--- src/hdl/ete_pkg.sv ---
`timescale 1ns / 1ps
// Shared types and constants for the expression tokenizer.
// Holds the token kind codes, the result token record and the result queue sizing.
package ete_pkg;

    localparam logic [4:0] KIND_BAD        = 5'd0;
    localparam logic [4:0] KIND_EOF        = 5'd1;
    localparam logic [4:0] KIND_NUMBER     = 5'd2;
    localparam logic [4:0] KIND_WORD       = 5'd3;
    localparam logic [4:0] KIND_SPACE      = 5'd4;
    localparam logic [4:0] KIND_PLUS       = 5'd5;
    localparam logic [4:0] KIND_MINUS      = 5'd6;
    localparam logic [4:0] KIND_STAR       = 5'd7;
    localparam logic [4:0] KIND_SLASH      = 5'd8;
    localparam logic [4:0] KIND_TILDE      = 5'd9;
    localparam logic [4:0] KIND_CARET      = 5'd10;
    localparam logic [4:0] KIND_EQ_EQ      = 5'd11;
    localparam logic [4:0] KIND_EQ         = 5'd12;
    localparam logic [4:0] KIND_NOT_EQ     = 5'd13;
    localparam logic [4:0] KIND_BANG       = 5'd14;
    localparam logic [4:0] KIND_LESS_EQ    = 5'd15;
    localparam logic [4:0] KIND_LESS       = 5'd16;
    localparam logic [4:0] KIND_GREATER_EQ = 5'd17;
    localparam logic [4:0] KIND_GREATER    = 5'd18;
    localparam logic [4:0] KIND_AND_AND    = 5'd19;
    localparam logic [4:0] KIND_AMP        = 5'd20;
    localparam logic [4:0] KIND_OR_OR      = 5'd21;
    localparam logic [4:0] KIND_BAR        = 5'd22;
    localparam logic [4:0] KIND_LPAREN     = 5'd23;
    localparam logic [4:0] KIND_RPAREN     = 5'd24;
    localparam logic [4:0] KIND_LBRACE     = 5'd25;
    localparam logic [4:0] KIND_RBRACE     = 5'd26;
    localparam logic [4:0] KIND_LAST       = KIND_RBRACE;

    localparam logic [30:0] VALUE_MAX = 31'h7FFF_FFFF;

    localparam int QUEUE_DEPTH    = 4;
    localparam int QUEUE_PTR_BITS = 2;
    localparam int QUEUE_CNT_BITS = 3;

    typedef struct packed {
        logic [4:0]  kind;
        logic [15:0] start;
        logic [15:0] length;
        logic [30:0] value;
        logic        overflow;
        logic        last;
    } t_token;

endpackage

--- src/hdl/ete_scan.sv ---
`timescale 1ns / 1ps
// Scanner core: holds the run and lookahead state and decodes one byte per cycle while i_fire is high.
// Produces up to two result tokens per item. Depends on ete_pkg.
module ete_scan #(
    parameter int POSITION_BITS = 16
) (
    input  logic            i_clk,
    input  logic            i_rst_n,
    input  logic            i_fire,
    input  logic [7:0]      i_char,
    input  logic            i_eot,
    output ete_pkg::t_token o_tok0,
    output ete_pkg::t_token o_tok1,
    output logic [1:0]      o_count
);
    import ete_pkg::*;

    typedef enum logic [1:0] {
        CLS_NONE,
        CLS_DIGIT,
        CLS_LETTER,
        CLS_SPACE
    } t_class;

    typedef enum logic [2:0] {
        PEND_NONE,
        PEND_EQ,
        PEND_BANG,
        PEND_LESS,
        PEND_GREATER,
        PEND_AMP,
        PEND_BAR
    } t_pend;

    localparam logic [POSITION_BITS-1:0] POS_MAX = '1;

    t_class                   r_class,     n_class;
    t_pend                    r_pend,      n_pend;
    logic [POSITION_BITS-1:0] r_run_start, n_run_start;
    logic [POSITION_BITS-1:0] r_pos,       n_pos;
    logic [30:0]              r_acc,       n_acc;
    logic                     r_ovf,       n_ovf;

    t_class      cls;
    t_pend       op_pend;
    logic [4:0]  op_kind;
    logic [4:0]  single_kind;
    logic [4:0]  pair_kind;
    logic        pair;
    logic [31:0] ext_start;
    logic [31:0] ext_pos;
    logic [31:0] ext_len;
    logic [15:0] start16;
    logic [15:0] pos16;
    logic [15:0] len16;
    logic [30:0] digit;
    logic [34:0] prod;
    t_token      fl;
    t_token      single_tok;
    t_token      eof_tok;

    always_comb begin
        case (i_char) inside
            [8'h30:8'h39]:               cls = CLS_DIGIT;
            [8'h41:8'h5A], [8'h61:8'h7A]: cls = CLS_LETTER;
            [8'h09:8'h0D], 8'h20:        cls = CLS_SPACE;
            default:                     cls = CLS_NONE;
        endcase
    end

    always_comb begin
        op_pend = PEND_NONE;
        op_kind = KIND_BAD;
        case (i_char)
            8'h2B:   op_kind = KIND_PLUS;
            8'h2D:   op_kind = KIND_MINUS;
            8'h2A:   op_kind = KIND_STAR;
            8'h2F:   op_kind = KIND_SLASH;
            8'h7E:   op_kind = KIND_TILDE;
            8'h5E:   op_kind = KIND_CARET;
            8'h28:   op_kind = KIND_LPAREN;
            8'h29:   op_kind = KIND_RPAREN;
            8'h7B:   op_kind = KIND_LBRACE;
            8'h7D:   op_kind = KIND_RBRACE;
            8'h3D:   op_pend = PEND_EQ;
            8'h21:   op_pend = PEND_BANG;
            8'h3C:   op_pend = PEND_LESS;
            8'h3E:   op_pend = PEND_GREATER;
            8'h26:   op_pend = PEND_AMP;
            8'h7C:   op_pend = PEND_BAR;
            default: op_kind = KIND_BAD;
        endcase
    end

    always_comb begin
        case (r_pend)
            PEND_EQ: begin
                single_kind = KIND_EQ;
                pair_kind   = KIND_EQ_EQ;
                pair        = (i_char == 8'h3D);
            end
            PEND_BANG: begin
                single_kind = KIND_BANG;
                pair_kind   = KIND_NOT_EQ;
                pair        = (i_char == 8'h3D);
            end
            PEND_LESS: begin
                single_kind = KIND_LESS;
                pair_kind   = KIND_LESS_EQ;
                pair        = (i_char == 8'h3D);
            end
            PEND_GREATER: begin
                single_kind = KIND_GREATER;
                pair_kind   = KIND_GREATER_EQ;
                pair        = (i_char == 8'h3D);
            end
            PEND_AMP: begin
                single_kind = KIND_AMP;
                pair_kind   = KIND_AND_AND;
                pair        = (i_char == 8'h26);
            end
            PEND_BAR: begin
                single_kind = KIND_BAR;
                pair_kind   = KIND_OR_OR;
                pair        = (i_char == 8'h7C);
            end
            default: begin
                single_kind = KIND_BAD;
                pair_kind   = KIND_BAD;
                pair        = 1'b0;
            end
        endcase
    end

    // Positions and lengths are reported clipped to 16 bits.
    always_comb begin
        ext_start = 32'(r_run_start);
        ext_pos   = 32'(r_pos);
        ext_len   = 32'(r_pos - r_run_start);
        start16   = (|ext_start[31:16]) ? 16'hFFFF : ext_start[15:0];
        pos16     = (|ext_pos[31:16])   ? 16'hFFFF : ext_pos[15:0];
        len16     = (|ext_len[31:16])   ? 16'hFFFF : ext_len[15:0];
        digit     = {27'd0, i_char[3:0]};
        prod      = ({4'd0, r_acc} << 3) + ({4'd0, r_acc} << 1) + {4'd0, digit};
    end

    always_comb begin
        fl       = '0;
        fl.start = start16;
        if (r_pend != PEND_NONE) begin
            fl.kind   = single_kind;
            fl.length = 16'd1;
        end else begin
            fl.length = len16;
            case (r_class)
                CLS_DIGIT: begin
                    fl.kind     = KIND_NUMBER;
                    fl.value    = r_acc;
                    fl.overflow = r_ovf;
                end
                CLS_LETTER: fl.kind = KIND_WORD;
                default:    fl.kind = KIND_SPACE;
            endcase
        end
        single_tok        = '0;
        single_tok.kind   = op_kind;
        single_tok.start  = pos16;
        single_tok.length = 16'd1;
        eof_tok           = '0;
        eof_tok.kind      = KIND_EOF;
        eof_tok.start     = pos16;
    end

    always_comb begin
        n_class     = r_class;
        n_pend      = r_pend;
        n_run_start = r_run_start;
        n_pos       = r_pos;
        n_acc       = r_acc;
        n_ovf       = r_ovf;
        o_tok0      = '0;
        o_tok1      = '0;
        o_count     = 2'd0;
        if (i_fire) begin
            if (i_eot) begin
                if (r_pend != PEND_NONE || r_class != CLS_NONE) begin
                    o_tok0  = fl;
                    o_tok1  = eof_tok;
                    o_count = 2'd2;
                end else begin
                    o_tok0  = eof_tok;
                    o_count = 2'd1;
                end
                n_class     = CLS_NONE;
                n_pend      = PEND_NONE;
                n_run_start = '0;
                n_pos       = '0;
                n_acc       = '0;
                n_ovf       = 1'b0;
            end else begin
                if (r_pos != POS_MAX) begin
                    n_pos = r_pos + POSITION_BITS'(1);
                end
                if (r_pend != PEND_NONE && pair) begin
                    o_tok0        = fl;
                    o_tok0.kind   = pair_kind;
                    o_tok0.length = 16'd2;
                    o_count       = 2'd1;
                    n_pend        = PEND_NONE;
                end else if (r_pend == PEND_NONE && r_class != CLS_NONE && cls == r_class) begin
                    if (r_class == CLS_DIGIT) begin
                        if (prod > {4'd0, VALUE_MAX}) begin
                            n_acc = VALUE_MAX;
                            n_ovf = 1'b1;
                        end else begin
                            n_acc = prod[30:0];
                        end
                    end
                end else begin
                    if (r_pend != PEND_NONE || r_class != CLS_NONE) begin
                        o_tok0  = fl;
                        o_count = 2'd1;
                    end
                    n_pend  = PEND_NONE;
                    n_class = CLS_NONE;
                    n_acc   = '0;
                    n_ovf   = 1'b0;
                    if (cls != CLS_NONE) begin
                        n_class     = cls;
                        n_run_start = r_pos;
                        n_acc       = (cls == CLS_DIGIT) ? digit : '0;
                    end else if (op_pend != PEND_NONE) begin
                        n_pend      = op_pend;
                        n_run_start = r_pos;
                    end else if (o_count == 2'd0) begin
                        o_tok0  = single_tok;
                        o_count = 2'd1;
                    end else begin
                        o_tok1  = single_tok;
                        o_count = 2'd2;
                    end
                end
            end
            if (o_count == 2'd1) begin
                o_tok0.last = 1'b1;
            end
            if (o_count == 2'd2) begin
                o_tok1.last = 1'b1;
            end
        end
    end

    always_ff @(posedge i_clk) begin
        if (!i_rst_n) begin
            r_class     <= CLS_NONE;
            r_pend      <= PEND_NONE;
            r_run_start <= '0;
            r_pos       <= '0;
            r_acc       <= '0;
            r_ovf       <= 1'b0;
        end else begin
            r_class     <= n_class;
            r_pend      <= n_pend;
            r_run_start <= n_run_start;
            r_pos       <= n_pos;
            r_acc       <= n_acc;
            r_ovf       <= n_ovf;
        end
    end

endmodule

--- src/hdl/ete_queue.sv ---
`timescale 1ns / 1ps
// Result queue: takes zero, one or two tokens per cycle and presents one per cycle while i_pop takes them.
// Keeps the output side apart from the scanner. Depends on ete_pkg.
module ete_queue (
    input  logic            i_clk,
    input  logic            i_rst_n,
    input  logic [1:0]      i_push_count,
    input  ete_pkg::t_token i_tok0,
    input  ete_pkg::t_token i_tok1,
    input  logic            i_pop,
    output logic            o_room,
    output logic            o_valid,
    output ete_pkg::t_token o_head
);
    import ete_pkg::*;

    t_token                    r_mem [QUEUE_DEPTH];
    logic [QUEUE_PTR_BITS-1:0] r_wr, n_wr;
    logic [QUEUE_PTR_BITS-1:0] r_rd, n_rd;
    logic [QUEUE_CNT_BITS-1:0] r_count, n_count;
    logic                      pop_fire;

    assign pop_fire = i_pop && (r_count != '0);
    assign o_valid  = (r_count != '0);
    assign o_head   = r_mem[r_rd];
    assign o_room   = (r_count <= QUEUE_CNT_BITS'(QUEUE_DEPTH - 2));

    always_comb begin
        n_wr    = r_wr + QUEUE_PTR_BITS'(i_push_count);
        n_rd    = r_rd + QUEUE_PTR_BITS'(pop_fire);
        n_count = r_count + QUEUE_CNT_BITS'(i_push_count) - QUEUE_CNT_BITS'(pop_fire);
    end

    always_ff @(posedge i_clk) begin
        if (i_push_count != 2'd0) begin
            r_mem[r_wr] <= i_tok0;
        end
        if (i_push_count == 2'd2) begin
            r_mem[r_wr + QUEUE_PTR_BITS'(1)] <= i_tok1;
        end
    end

    always_ff @(posedge i_clk) begin
        if (!i_rst_n) begin
            r_wr    <= '0;
            r_rd    <= '0;
            r_count <= '0;
        end else begin
            r_wr    <= n_wr;
            r_rd    <= n_rd;
            r_count <= n_count;
        end
    end

endmodule

--- src/hdl/expression_tokenizer.sv ---
`timescale 1ns / 1ps
// Expression tokenizer top level: input register, scanner core and result queue.
// An accepted byte is registered at the input; its tokens are registered in the result queue.
// Throughput: one byte per cycle while the queue has room; two tokens of one item leave in turn.
// The four-entry result queue admits a new item only while two entries are free.
// Reset (synchronous, active low) clears the scanner state, position and queue.
// Depends on ete_pkg, ete_scan and ete_queue.
module expression_tokenizer #(
    parameter int POSITION_BITS = 16
) (
    input  logic        i_clk,
    input  logic        i_rst_n,
    input  logic        s_axis_tvalid,
    output logic        s_axis_tready,
    input  logic [7:0]  s_axis_tdata,  // [7:0] char_code
    input  logic        s_axis_tlast,  // end_of_text
    output logic        m_axis_tvalid,
    input  logic        m_axis_tready,
    output logic [63:0] m_axis_tdata,  // [15:0] token_start, [31:16] token_length,
                                       // [62:32] number_value, [63] number_overflow
    output logic [4:0]  m_axis_tuser,  // [4:0] token_kind
    output logic        m_axis_tlast   // last_of_item
);
    import ete_pkg::*;

    logic       r_in_valid;
    logic [7:0] r_in_char;
    logic       r_in_eot;
    logic       scan_fire;
    logic       room;
    logic [1:0] push_count;
    t_token     tok0;
    t_token     tok1;
    t_token     head;

    assign scan_fire     = r_in_valid && room;
    assign s_axis_tready = !r_in_valid || scan_fire;

    always_ff @(posedge i_clk) begin
        if (!i_rst_n) begin
            r_in_valid <= 1'b0;
        end else if (s_axis_tready) begin
            r_in_valid <= s_axis_tvalid;
        end
    end

    always_ff @(posedge i_clk) begin
        if (s_axis_tvalid && s_axis_tready) begin
            r_in_char <= s_axis_tdata;
            r_in_eot  <= s_axis_tlast;
        end
    end

    ete_scan #(
        .POSITION_BITS(POSITION_BITS)
    ) u_scan (
        .i_clk   (i_clk),
        .i_rst_n (i_rst_n),
        .i_fire  (scan_fire),
        .i_char  (r_in_char),
        .i_eot   (r_in_eot),
        .o_tok0  (tok0),
        .o_tok1  (tok1),
        .o_count (push_count)
    );

    ete_queue u_queue (
        .i_clk        (i_clk),
        .i_rst_n      (i_rst_n),
        .i_push_count (push_count),
        .i_tok0       (tok0),
        .i_tok1       (tok1),
        .i_pop        (m_axis_tready),
        .o_room       (room),
        .o_valid      (m_axis_tvalid),
        .o_head       (head)
    );

    assign m_axis_tdata = {head.overflow, head.value, head.length, head.start};
    assign m_axis_tuser = head.kind;
    assign m_axis_tlast = head.last;

    a_stall_needs_item: assert property (@(posedge i_clk) disable iff (!i_rst_n)
        !s_axis_tready |-> r_in_valid)
        else $error("input stalled with no held item");

    a_eof_closes_item: assert property (@(posedge i_clk) disable iff (!i_rst_n)
        (m_axis_tvalid && m_axis_tuser == KIND_EOF) |->
            (m_axis_tlast && m_axis_tdata[31:16] == 16'd0))
        else $error("end-of-file token not last or has nonzero length");

    a_kind_range: assert property (@(posedge i_clk) disable iff (!i_rst_n)
        m_axis_tvalid |-> (m_axis_tuser <= KIND_LAST))
        else $error("token kind out of range");

    a_value_only_number: assert property (@(posedge i_clk) disable iff (!i_rst_n)
        (m_axis_tvalid && m_axis_tuser != KIND_NUMBER) |->
            (m_axis_tdata[63:32] == 32'd0))
        else $error("value or overflow set on a non-number token");

endmodule
--- config.mk ---
export PLATFORM = sky130hd
export DESIGN_NAME = expression_tokenizer
export DESIGN_NICKNAME = d
export VERILOG_FILES = /design/src/hdl/ete_pkg.sv /design/src/hdl/ete_scan.sv /design/src/hdl/ete_queue.sv /design/src/hdl/expression_tokenizer.sv
export SDC_FILE = /design/constraint.sdc
export NUM_CORES = 1
export LEC_CHECK = 0
export ABC_CLOCK_PERIOD_IN_PS = 11000
export BUFFER_PORTS_ARGS = -buffer_cell sky130_fd_sc_hd__buf_4
export CORE_AREA = 2 2 194 196
export CTS_CLUSTER_SIZE = 30
export DETAILED_ROUTE_END_ITERATION = 6
export DIE_AREA = 0 0 196 198
export PLACE_DENSITY = 0.7
export SETUP_SLACK_MARGIN = 0.4
export SKIP_LAST_GASP = 1
export SYNTH_ARGS = -nofsm -noshare
export SYNTH_HDL_FRONTEND = slang
export SYNTH_SLANG_ARGS = --single-unit
--- constraint.sdc ---
create_clock -name i_clk -period 11 [get_ports i_clk]
set_clock_uncertainty 0.2 [all_clocks]
set_input_delay 0.55 -clock i_clk [delete_from_list [all_inputs] [get_ports i_clk]]
set_output_delay 0.55 -clock i_clk [all_outputs]
set_load 0.05 [all_outputs]
==> flow_summary.toml <==
[sta]
period_needed_ns = 5.22
fmax_mhz = 191
finalCritPeriodShare_pct = 47.5
hold_viol = 0
tns_ns = 0
setup_slack_ns = 5.78
setup_viol = 0
relSlewSlack_pct = 16.3
slew_viol_final = 0
rsz0062_at_grt = "no"
tightestPinTransition_ns = 1.25

[synth]
synth_most_common_cell = "dfxtp_1"
synth_nets = 1931
synth_top_flop_cell = "dfxtp_1"
seq_area_frac_synth_pct = 43.3
synthArstFlopShare_pct = 0
ys_seq_elements = 366
synth.top_cells.by_count = "265 x dfxtp_1, 197 x a22o_1, 106 x o21ai_0"
syn-mean-instance-area_sq_um = 10.6
yosysWarnings = 0
synth_cell_types = 93
synthTopCellsByArea = "dfxtp_1 28%, edfxtp_1 16%, a22o_1 9.0%"
synth_top_area_share_pct = 27.6
yosysTopAreaCell = "dfxtp_1"
synthCells = 1823
syn_area_sq_mm = 0.0193
synth_edf_count = 101

[clock_network]
root_buffer = "clkbuf_16"
clockBufferDepth = 3
clk_latency_ns = 0.57
htree_levels = 2
clk_pin_slew_worst_paths_ns = 0.06
clock-sinks = 366
cts_tree = "yes"
ctsResizeCount = 0
cts_setup_buffers = 0
cts_buffers = 40

[critical_path]
cp.arrival_ns = 5.53
end_kind = "register"
crit_required_ns = 11.31
critPathMaxFanout = 19
start_kind = "register"
worstSetupPathType = "reg -> reg"

[pwr]
p_switching_w = 0.000997
switching_share_pct = 29.4
power_density_mw_per_mm2 = 158
power_frac_clock_pct = 39.6
seqPwrFrac_pct = 43.1
p_leak_nw = 7.96
power.internal_w = 0.00239
peakVddDrop_v = 0.000129
p_comb_share_pct = 17.3

[placed_design]
place_ws_ns = 5.86
dpl-instance-area_sq_mm = 0.0200
io_buffers = 84
place_congestion = 0.947
dp_hpwl_mm = 32.5

[status]
outcome = "complete, no violations"

[route]
routedWlPerCell_microns = 21.5
drc_errors = 0
num_vias = 15077
detail_route.iter0.violations = 1396
routed_wl_mm = 50.2
ant_nets = 0
first_pass_iters = 5
routed_via_density = 6.45

[die]
die_area_sq_mm = 0.0388
start_util_pct = 52.1
core_area_sq_mm = 0.0370
io_pins = 85
die_h_microns = 198
placementRows = 71
die_w_microns = 196

[global_route]
antenna_found_initial = 0
track_usage_pct = 25.8
grt_pass1_wl_mm = 79.8
gr-total-overflow = 0
grt_start_max_net_pins = 66
first_global_vias = 14656

[finish]
design_area_sq_mm = 0.0214
fin_nets = 1938
drive_above_1_share_pct = 16.3
area_growth_pct = 11.2
num_antenna_cells = 0

[job]
maxCapViolCount = 0

[min_path]
hp-class = "in -> reg"
[repair_timing]
item	in CTS	in global routing
setup endpoints to repair	0	0
hold buffers	9	0
hold endpoints to repair	9	0
[cell families after synthesis]
family          share of synthesized area, %
compound gates                          22.5
xor+xnor                                2.68
fa+ha+maj                               6.33
buf+inv                                 4.52
flops                                   43.3
mux                                     8.52
simple gates                            12.2
[placed cells by master (no fill, tap or decap), types with 9 or more instances in the layout]
cell type | synthesis | layout
a211oi_1 | 9 | 9
a21boi_0 | 11 | 11
a21boi_1 | 10 | 10
a21o_1 | 20 | 20
a21oi_1 | 59 | 59
a221o_1 | 24 | 24
a221oi_1 | 20 | 20
a22o_1 | 197 | 197
a311oi_1 | 20 | 19
a31oi_1 | 10 | 10
and2_1 | 20 | 20
buf_4 | 2 | 106
clkbuf_16 | 0 | 43
clkinv_2 | 0 | 9
dfxtp_1 | 265 | 263
dlygate4sd3_1 | 0 | 9
edfxtp_1 | 101 | 101
ha_1 | 91 | 91
inv_1 | 54 | 54
mux4_2 | 70 | 70
nand2_1 | 103 | 103
nand2b_1 | 14 | 14
nand3_1 | 87 | 87
nand4_1 | 14 | 14
nor2_1 | 80 | 75
nor2b_1 | 16 | 16
nor3_1 | 17 | 16
o211ai_1 | 9 | 9
o21ai_0 | 106 | 106
o21ai_1 | 14 | 14
o22ai_1 | 18 | 18
or3_1 | 11 | 11
or3b_2 | 17 | 17
xnor2_1 | 35 | 35
xor2_1 | 24 | 24
[critical path: stages (launching register included)]
cell	delay [ns]
edfxtp_1	0.71
inv_1	0.24
fa_1	0.64
inv_1	0.07
ha_1	0.31
a211oi_1	0.23
o21ai_0	0.22
o211a_1	0.29
o2111ai_1	0.30
a21oi_1	0.17
o22ai_1	0.31
mux2_2	0.42
a31oi_2	0.57
buf_4	0.34
a221o_1	0.15
[layout make-up]
type                       instances  area [sq um]
inverter                          55           206
tap                              474           593
timing repair buffer             115           886
clock inverter                    23           180
fill                            3159         15500
multi-input combinational       1252         10100
sequential                       366          8350
clock buffer                      51          1130
[registers in the layout, summed over array words and instances, names as in the netlist, 3 cells and up]
name and flops:
u_queue.r_count 3, u_scan.r_run_start 16, r_in_char 8, u_scan.r_pend 3
u_scan.r_acc 31, u_scan.pos16 16, u_queue.r_mem 280
[path summary, 6_finish.rpt]
| kind | endpoint | cells past startpoint | slack, ns | from |
|---|---|---|---|---|
| hold / removal | r_in_valid | 3 | 0.05 | s_axis_tvalid |
| setup reg to reg | u_scan.r_acc[15] | 14 | 5.78 | r_in_char[3] |
| setup / recovery | u_scan.r_acc[15] | 14 | 5.78 | r_in_char[3] |
| hold reg to reg | u_queue.r_mem[0][47] | 2 | 0.26 | u_queue.r_mem[0][47] |
[through the flow]
step	util [%]	hold slack [ns]	instances	power, W
detailed placement	54.2	0.255	2253	0.00207
finish	57.9	0.0478	2336	0.00339
global placement	54.2	0.245	2253	0.00207
floorplan	-	0.237	1823	0.00190
global route	57.9	0.0550	2336	0.00350
CTS	57.9	0.0327	2336	0.00341
[metal layers]
layer | vias to the layer above | global-route usage, % | wire length, microns
met2 | 541 | 41.6 | 22800
met1 | 7418 | 36.2 | 23000
met3 | 88 | 4.05 | 3280
met5 | - | 0 | 0
li1 | 7030 | - | -
met4 | 0 | 7.24 | 1160
[power by group through the flow]
stage	clock network [W]	logic, W	registers [W]
floorplan	0	0.000451	0.00145
global placement	0	0.000579	0.00149
detailed placement	0	0.000583	0.00149
CTS	0.00136	0.000587	0.00146
global route	0.00142	0.000616	0.00147
finish	0.00134	0.000585	0.00146
Note: power is estimated with default switching activity, not from simulation.
